`src/hdl/xcfr_pkg.sv`:
```
package xcfr_pkg;

	localparam logic [7:0] CHECK_SEED = 8'h55;

	typedef enum logic [2:0] {
		PH_HUNT = 3'd0,
		PH_CMD  = 3'd1,
		PH_LEN  = 3'd2,
		PH_PAY  = 3'd3,
		PH_CHK  = 3'd4
	} phase_t;

	typedef enum logic [2:0] {
		ST_BUSY    = 3'd0,
		ST_OK      = 3'd1,
		ST_LEN_ERR = 3'd2,
		ST_CHK_ERR = 3'd3,
		ST_TIMEOUT = 3'd4
	} status_t;

	typedef enum logic {
		REG_SOF_VALUE   = 1'b0,
		REG_MAX_PAYLOAD = 1'b1
	} reg_idx_t;

	typedef struct packed {
		logic [7:0] sof_value;
		logic [7:0] max_payload;
	} cfg_t;

	typedef struct packed {
		status_t    status;
		logic [7:0] frame_command;
		logic [7:0] frame_length;
		logic       payload_valid;
		logic [7:0] payload_byte;
		logic [7:0] payload_index;
	} result_t;

endpackage

```
`src/hdl/xcfr_cfg.sv`:
```
module xcfr_cfg import xcfr_pkg::*; (
	input  logic       clk,
	input  logic       arst_n,
	input  logic       cfg_we,
	input  reg_idx_t   cfg_addr,
	input  logic [7:0] cfg_wdata,
	output cfg_t       cfg
);

	logic [7:0] sof_value_q;
	logic [7:0] max_payload_q;

	always_ff @(posedge clk or negedge arst_n) begin
		if (!arst_n) begin
			sof_value_q   <= 8'd0;
			max_payload_q <= 8'd255;
		end else if (cfg_we) begin
			unique case (cfg_addr)
				REG_SOF_VALUE:   sof_value_q   <= cfg_wdata;
				REG_MAX_PAYLOAD: max_payload_q <= cfg_wdata;
				default:         ;
			endcase
		end
	end

	assign cfg.sof_value   = sof_value_q;
	assign cfg.max_payload = max_payload_q;

endmodule

```
`src/hdl/xcfr_ctrl.sv`:
```
module xcfr_ctrl import xcfr_pkg::*; (
	input  logic       clk,
	input  logic       arst_n,
	input  logic       en,
	input  logic [7:0] rx_byte,
	input  logic       timed_out,
	input  cfg_t       cfg,
	output result_t    res
);

	phase_t     phase_q, phase_d;
	logic [7:0] check_q, check_d;
	logic [7:0] cmd_q, cmd_d;
	logic [7:0] len_q, len_d;
	logic [7:0] cnt_q, cnt_d;
	logic [7:0] check_x;
	logic [7:0] cnt_inc;

	assign check_x = check_q ^ rx_byte;
	assign cnt_inc = cnt_q + 8'd1;

	// next state
	always_comb begin
		phase_d = phase_q;
		check_d = check_q;
		cmd_d   = cmd_q;
		len_d   = len_q;
		cnt_d   = cnt_q;
		if (timed_out) begin
			phase_d = PH_HUNT;
			check_d = CHECK_SEED;
		end else begin
			unique case (phase_q)
				PH_HUNT: begin
					if (rx_byte == cfg.sof_value) begin
						check_d = CHECK_SEED ^ rx_byte;
						cmd_d   = 8'd0;
						len_d   = 8'd0;
						cnt_d   = 8'd0;
						phase_d = PH_CMD;
					end
				end
				PH_CMD: begin
					check_d = check_x;
					cmd_d   = rx_byte;
					phase_d = PH_LEN;
				end
				PH_LEN: begin
					check_d = check_x;
					len_d   = rx_byte;
					cnt_d   = 8'd0;
					if (rx_byte > cfg.max_payload) begin
						phase_d = PH_HUNT;
						check_d = CHECK_SEED;
					end else if (rx_byte == 8'd0) begin
						phase_d = PH_CHK;
					end else begin
						phase_d = PH_PAY;
					end
				end
				PH_PAY: begin
					check_d = check_x;
					cnt_d   = cnt_inc;
					if (cnt_inc == len_q)
						phase_d = PH_CHK;
				end
				PH_CHK: begin
					phase_d = PH_HUNT;
					check_d = CHECK_SEED;
				end
				default: begin
					phase_d = PH_HUNT;
					check_d = CHECK_SEED;
				end
			endcase
		end
	end

	// result for this request
	always_comb begin
		res.status        = ST_BUSY;
		res.frame_command = cmd_d;
		res.frame_length  = len_d;
		res.payload_valid = 1'b0;
		res.payload_byte  = 8'd0;
		res.payload_index = 8'd0;
		if (timed_out) begin
			res.status = ST_TIMEOUT;
		end else begin
			unique case (phase_q)
				PH_LEN: begin
					if (rx_byte > cfg.max_payload)
						res.status = ST_LEN_ERR;
				end
				PH_PAY: begin
					res.payload_valid = 1'b1;
					res.payload_byte  = rx_byte;
					res.payload_index = cnt_q;
				end
				PH_CHK: res.status = (check_x == 8'd0) ? ST_OK : ST_CHK_ERR;
				default: ;
			endcase
		end
	end

	always_ff @(posedge clk or negedge arst_n) begin
		if (!arst_n) begin
			phase_q <= PH_HUNT;
			check_q <= CHECK_SEED;
			cmd_q   <= 8'd0;
			len_q   <= 8'd0;
			cnt_q   <= 8'd0;
		end else if (en) begin
			phase_q <= phase_d;
			check_q <= check_d;
			cmd_q   <= cmd_d;
			len_q   <= len_d;
			cnt_q   <= cnt_d;
		end
	end

	a_timeout_hunts: assert property (@(posedge clk) disable iff (!arst_n)
		en && timed_out |=> phase_q == PH_HUNT && check_q == CHECK_SEED)
		else $error("timeout did not return to hunting");

	a_payload_in_range: assert property (@(posedge clk) disable iff (!arst_n)
		phase_q == PH_PAY |-> cnt_q < len_q)
		else $error("payload count ran past frame length");

	a_check_seed_idle: assert property (@(posedge clk) disable iff (!arst_n)
		phase_q == PH_HUNT |-> check_q == CHECK_SEED)
		else $error("checksum not reseeded while hunting");

	a_final_status_hunts: assert property (@(posedge clk) disable iff (!arst_n)
		en && (res.status == ST_OK || res.status == ST_CHK_ERR || res.status == ST_LEN_ERR)
		|=> phase_q == PH_HUNT)
		else $error("final status without returning to hunting");

endmodule

```
`src/hdl/xor_checked_frame_receiver_core.sv`:
```
// Framed byte receiver: each input request is one byte (s_tdata) or, with
// s_tuser high, a receive timeout event. The block hunts for the start-of-frame
// byte set in register 0, then takes a command byte and a length byte; a length
// above register 1 ends the frame with a length error. Payload bytes come out
// one per request with their index, and the check byte must make the XOR of
// 0x55 and every frame byte, start byte through check byte, zero. Every input
// request yields exactly one output request carrying the status and held
// command/length. Throughput is one request per clock while the output is not
// stalled; each request passes through the input register and then the result
// register, with the frame state updated as it moves between them.
module xor_checked_frame_receiver_core import xcfr_pkg::*; (
	input  logic        clk,
	input  logic        arst_n,
	input  logic        s_tvalid,
	output logic        s_tready,
	input  logic [7:0]  s_tdata,   // rx_byte
	input  logic        s_tuser,   // timed_out
	output logic        m_tvalid,
	input  logic        m_tready,
	output logic [31:0] m_tdata,   // frame_command, frame_length, payload_byte, payload_index
	output logic [3:0]  m_tuser,   // status[2:0], payload_valid
	input  logic        cfg_we,
	input  logic        cfg_addr,
	input  logic [7:0]  cfg_wdata
);

	cfg_t       cfg;
	result_t    res;
	logic       valid_s1;
	logic [7:0] rx_byte_s1;
	logic       timed_out_s1;
	logic       advance;
	logic       out_valid_q;
	result_t    out_q;

	xcfr_cfg u_cfg (
		.clk       (clk),
		.arst_n    (arst_n),
		.cfg_we    (cfg_we),
		.cfg_addr  (reg_idx_t'(cfg_addr)),
		.cfg_wdata (cfg_wdata),
		.cfg       (cfg)
	);

	// stage 1 moves into the result register when that one is free or taken
	assign advance  = valid_s1 && (!out_valid_q || m_tready);
	assign s_tready = !valid_s1 || advance;

	always_ff @(posedge clk or negedge arst_n) begin
		if (!arst_n)
			valid_s1 <= 1'b0;
		else if (s_tready)
			valid_s1 <= s_tvalid;
	end

	always_ff @(posedge clk) begin
		if (s_tready && s_tvalid) begin
			rx_byte_s1   <= s_tdata;
			timed_out_s1 <= s_tuser;
		end
	end

	xcfr_ctrl u_ctrl (
		.clk       (clk),
		.arst_n    (arst_n),
		.en        (advance),
		.rx_byte   (rx_byte_s1),
		.timed_out (timed_out_s1),
		.cfg       (cfg),
		.res       (res)
	);

	always_ff @(posedge clk or negedge arst_n) begin
		if (!arst_n)
			out_valid_q <= 1'b0;
		else if (advance)
			out_valid_q <= 1'b1;
		else if (m_tready)
			out_valid_q <= 1'b0;
	end

	always_ff @(posedge clk) begin
		if (advance)
			out_q <= res;
	end

	assign m_tvalid = out_valid_q;
	assign m_tdata  = {out_q.payload_index, out_q.payload_byte,
	                   out_q.frame_length, out_q.frame_command};
	assign m_tuser  = {out_q.payload_valid, out_q.status};

	a_no_overwrite: assert property (@(posedge clk) disable iff (!arst_n)
		out_valid_q && !m_tready |-> !advance)
		else $error("result register overwritten while stalled");

	a_s1_held: assert property (@(posedge clk) disable iff (!arst_n)
		valid_s1 && !advance |=> valid_s1)
		else $error("input stage dropped a pending request");

	a_payload_zero: assert property (@(posedge clk) disable iff (!arst_n)
		out_valid_q && !out_q.payload_valid |-> out_q.payload_byte == 8'd0
		&& out_q.payload_index == 8'd0)
		else $error("payload fields set without payload");

endmodule

```
`config.mk`:
```
export PLATFORM = sky130hd
export DESIGN_NAME = xor_checked_frame_receiver_core
export DESIGN_NICKNAME = d
export VERILOG_FILES = /design/src/hdl/xcfr_pkg.sv /design/src/hdl/xcfr_cfg.sv /design/src/hdl/xcfr_ctrl.sv /design/src/hdl/xor_checked_frame_receiver_core.sv
export SDC_FILE = /design/constraint.sdc
export NUM_CORES = 1
export LEC_CHECK = 0
export CORE_AREA = 4 4 94 96
export DETAILED_ROUTE_END_ITERATION = 16
export DIE_AREA = 0 0 98 100
export DONT_BUFFER_PORTS = 1
export GPL_ROUTABILITY_DRIVEN = 0
export PLACE_DENSITY = 0.77
export SETUP_SLACK_MARGIN = 0.2
export SYNTH_ARGS = -nofsm -noshare
export SYNTH_HDL_FRONTEND = slang
export SYNTH_SLANG_ARGS = --single-unit
```
`constraint.sdc`:
```
create_clock -name clk -period 2.5 [get_ports clk]
set_input_delay 0.125 -clock clk [delete_from_list [all_inputs] [get_ports clk]]
set_output_delay 0.125 -clock clk [all_outputs]
set_load 0.1 [all_outputs]
```
==> results_dict.tcl <==
set metrics [dict create \
    core-area_sq_um 8050 \
    drt_pre_antenna_iters 5 \
    r2r-end "u_ctrl.check_q[1]" \
    synth_area_sq_um 4650 \
    swShare_pct 42.5 \
    cts_buffer_depth 2 \
    port_buffers 0 \
    arrival_ps 2450 \
    overflow 0 \
    ys_seq_elements 98 \
    die_y_um 100 \
    r2r-start "u_cfg.max_payload_q[3]" \
    antenna_left 0 \
    crit_path_top_delay_cell "dfstp_2" \
    maxCapViolCount 0 \
    fin_nets 431 \
    n_fill_cell 603 \
    grt_pass1_vias 3102 \
    switchingPower_mw 2.34 \
    areaGrowthSynthToFinish_pct 11.9 \
    syn_avg_cell_area_sq_um 12.5 \
    setup_slack_ps 328 \
    final_hold_viol_count 0 \
    grt_max_degree 54 \
    wl_met2_um 4760 \
    clkPwrFrac_pct 16.9 \
    synth_cell_types 52 \
    synth_edf_count 45 \
    num_vias 3071 \
    power_leakage_nw 2.11 \
    routedWlPerCell_um 18.9 \
    totalWireLength_um 9610 \
    clk_pin_slew_ps 90 \
    start_util_pct 57.8 \
    critPathCaptureType "register" \
    row_count 33 \
    vias_per_cell 6.03 \
    combPwrFrac_pct 23.9 \
    slew_viol_final 0 \
    wl_met3_um 501 \
    relSlewSlack_pct 36.7 \
    cts_buffers 9 \
    cts_htree_levels 3 \
    cts-root-buf "clkbuf_8" \
    critical_path.max_fanout 8 \
    cts.sinks 98 \
    tns_ps 0 \
    syn_inst 371 \
    worstHoldPathType "primary input to register" \
    drc 0 \
    critPathLaunchType "register" \
    post-place-ws_ps 278 \
    rsz0062_at_grt "false" \
    status "finished clean" \
    fin_util_pct 64.6 \
    holdPathEnd "rx_byte_s1[3]" \
    worstRegToRegCells 8 \
    highest_layer "met4" \
    crit_chain "inv_1, ha_1, and3_1, a221oi_1, o221ai_1, nand4b_1, o211ai_4, o21ai_0" \
    clock_latency_ps 360 \
    fp.dieW_um 98 \
    critPathMaxStageDelay_ps 540 \
    setup_viol_count_final 0 \
    grt_use_total_pct 20.1 \
    synthArstFlopShare_pct 54.1 \
    required_ps 2780 \
    p_int_mw 3.17 \
    power-per-cell-area_nw_per_um2 1060 \
    min_path_cells 1 \
    dieArea_sq_um 9800 \
    r2r_setup_slack_ps 330 \
    antenna_found_initial 0 \
    fmax_ghz 0.460 \
    holdCritStartpoint "s_tvalid" \
    ys_seq_area_share_pct 57.9 \
    worst_slew_pin_slew_ps 943 \
    grt_pass1_wl_um 15600 \
    n_antenna_cell 0 \
    drive_gt1_share_pct 18.8 \
    peakVddDrop_v 0.000377 \
    fin_crit_ps 2170 \
    dpl.hpwl_um 6540 \
    met1Wirelength_um 4140 \
    fin_crit_sh_pct 86.9 \
    ios 61 \
    ys_warn_count 0 \
    fin_skew_ps 9.73 \
    p_seq_share_pct 59.2 \
    tritoncts "yes" \
    critical_path_class "register to register" \
    first_iter_violations 285 \
    syn_nets 403 \
    ys.flop_type "edfxtp_1" \
]
-- layout by cell type, fill, tap and decap left out, types with 2 or more instances in the layout --
cell	synthesis	final
edfxtp_1	45	45
dfrtp_1	41	40
a22o_1	30	30
nor2_1	24	24
dlygate4sd3_1	0	20
xor2_1	18	18
nand2_1	17	17
and2_1	18	17
xnor2_1	16	16
mux2_2	16	16
buf_4	4	16
o21ai_0	18	15
dfstp_2	12	12
inv_1	9	9
ha_1	9	9
clkbuf_8	0	9
nand2b_1	5	5
nor3_1	5	5
o21ai_1	2	5
and3_1	5	5
nor4_1	5	5
nand4_1	4	4
nand3_1	4	4
o31ai_1	4	4
o22a_1	4	4
nand3b_2	3	3
o41ai_1	3	3
nor2b_1	3	3
a21oi_1	3	3
a32o_1	3	3
nand3_2	2	2
o311ai_1	2	2
a31oi_1	2	2
nand4b_1	2	2
clkinv_4	0	2
-- cell families after synthesis --
logic type	share of synthesized area [%]
and+or+nand+nor	12.3
DFF	57.9
AOI/OAI and AO/OA	13.3
xor gates and xnor gates	6.75
buffers and inverters	3.36
muxes	3.87
adders and majority gates	2.42
-- power groups by stage --
stage	combinational (mW)	clock, mW	sequential, mW
after floorplan	1.06	0	3.15
after global routing	1.44	1.03	3.31
after global placement	1.19	0	3.27
final	1.31	0.933	3.26
after CTS	1.29	0.947	3.26
after detailed placement	1.24	0	3.30
-- worst max-delay path, delay by kind of cell (launching register included) --
family                     cells  cell delay (ps)
DFF                            1              540
AOI/OAI and AO/OA              4              840
and+or+nand+nor                2              380
adders and majority gates      1              290
buffers and inverters          1               40
-- worst max path at each step --
stage	start	endpoint	slack, ps	depth (start not counted)
after floorplan	m_tvalid	rx_byte_s1[0]	310	2
after global placement	u_cfg.max_payload_q[3]	u_ctrl.check_q[4]	330	8
after detailed placement	u_cfg.max_payload_q[3]	u_ctrl.check_q[3]	280	8
after CTS	u_cfg.max_payload_q[3]	u_ctrl.check_q[3]	270	8
after global routing	u_cfg.max_payload_q[3]	u_ctrl.check_q[1]	200	8
final	u_cfg.max_payload_q[3]	u_ctrl.check_q[1]	330	8
-- through the flow --
| step | power [mW] | instances | hold WS (ps) | area (sq um) |
|---|---|---|---|---|
| final | 5.51 | 509 | 117 | 5200 |
| after CTS | 5.51 | 508 | 124 | 5190 |
| after detailed placement | 4.53 | 471 | -168 | 4780 |
| after floorplan | 4.22 | 371 | -171 | 4660 |
| after global placement | 4.47 | 471 | -167 | 4780 |
| after global routing | 5.78 | 509 | 122 | 5200 |
-- synthesized netlist by cell type, drive strengths merged (2+ instances only) --
| cell | n | area share (%) |
|---|---|---|
| nand2 | 18 | 1.5 |
| nor2 | 25 | 2.1 |
| nand4b | 2 | 0.38 |
| mux2 | 16 | 3.9 |
| o21ai | 20 | 2.2 |
| a31oi | 3 | 0.73 |
| and2 | 18 | 2.4 |
| ha | 9 | 2.4 |
| nor4 | 5 | 0.67 |
| inv | 10 | 0.81 |
| nand3 | 6 | 0.86 |
| a22o | 30 | 5.6 |
| xnor2 | 17 | 3.4 |
| o31ai | 4 | 0.65 |
| o22a | 4 | 0.75 |
| and3 | 5 | 0.67 |
| nor3 | 6 | 0.75 |
| edfxtp | 45 | 29 |
| o41ai | 4 | 0.91 |
| clkbuf | 8 | 0.65 |
| dfstp | 12 | 6.8 |
| nand3b | 4 | 0.89 |
| nand4 | 4 | 0.54 |
| a32o | 3 | 0.65 |
| o311ai | 2 | 0.38 |
| dfrtp | 41 | 22 |
| xor2 | 18 | 3.4 |
| buf | 12 | 1.9 |
| a21oi | 3 | 0.32 |
| nor2b | 3 | 0.40 |
| nand2b | 5 | 0.67 |
-- flip-flops by register name, indices dropped and copies added (netlist names) --
signal,count
u_ctrl.len_q,8
u_cfg.sof_value_q,8
valid_s1,1
u_cfg.max_payload_q,8
u_ctrl.cnt_q,8
u_ctrl.check_q,8
m_tvalid,1
timed_out_s1,1
rx_byte_s1,8
m_tuser,4
m_tdata,32
u_ctrl.cmd_q,8
u_ctrl.phase_q,3
-- what timing repair did --
action                     in CTS  in global routing
setup endpoints to repair       0                  8
setup buffers                   0                  1
hold buffers                   21                  0
gates resized for setup         0                  4
hold endpoints to repair       80                  0
-- area by class of cell --
cell class	count	area [sq um]	share of cell area, %
Sequential cell	98	2700	51.8
Multi-Input combinational cell	243	1810	34.8
Timing Repair Buffer	37	348	6.68
Tap cell	105	131	2.52
Clock inverter	7	53.8	1.03
Inverter	10	37.5	0.721
Clock buffer	9	124	2.38
-- layer usage --
layer / GRT usage (%) / vias to the layer above
li1: - / 1419
met1: 26.2 / 1511
met2: 33.8 / 116
met3: 3.61 / 25
met4: 7.88 / 0
met5: 0 / -
No activity file was read; power rests on OpenSTA's default activity.
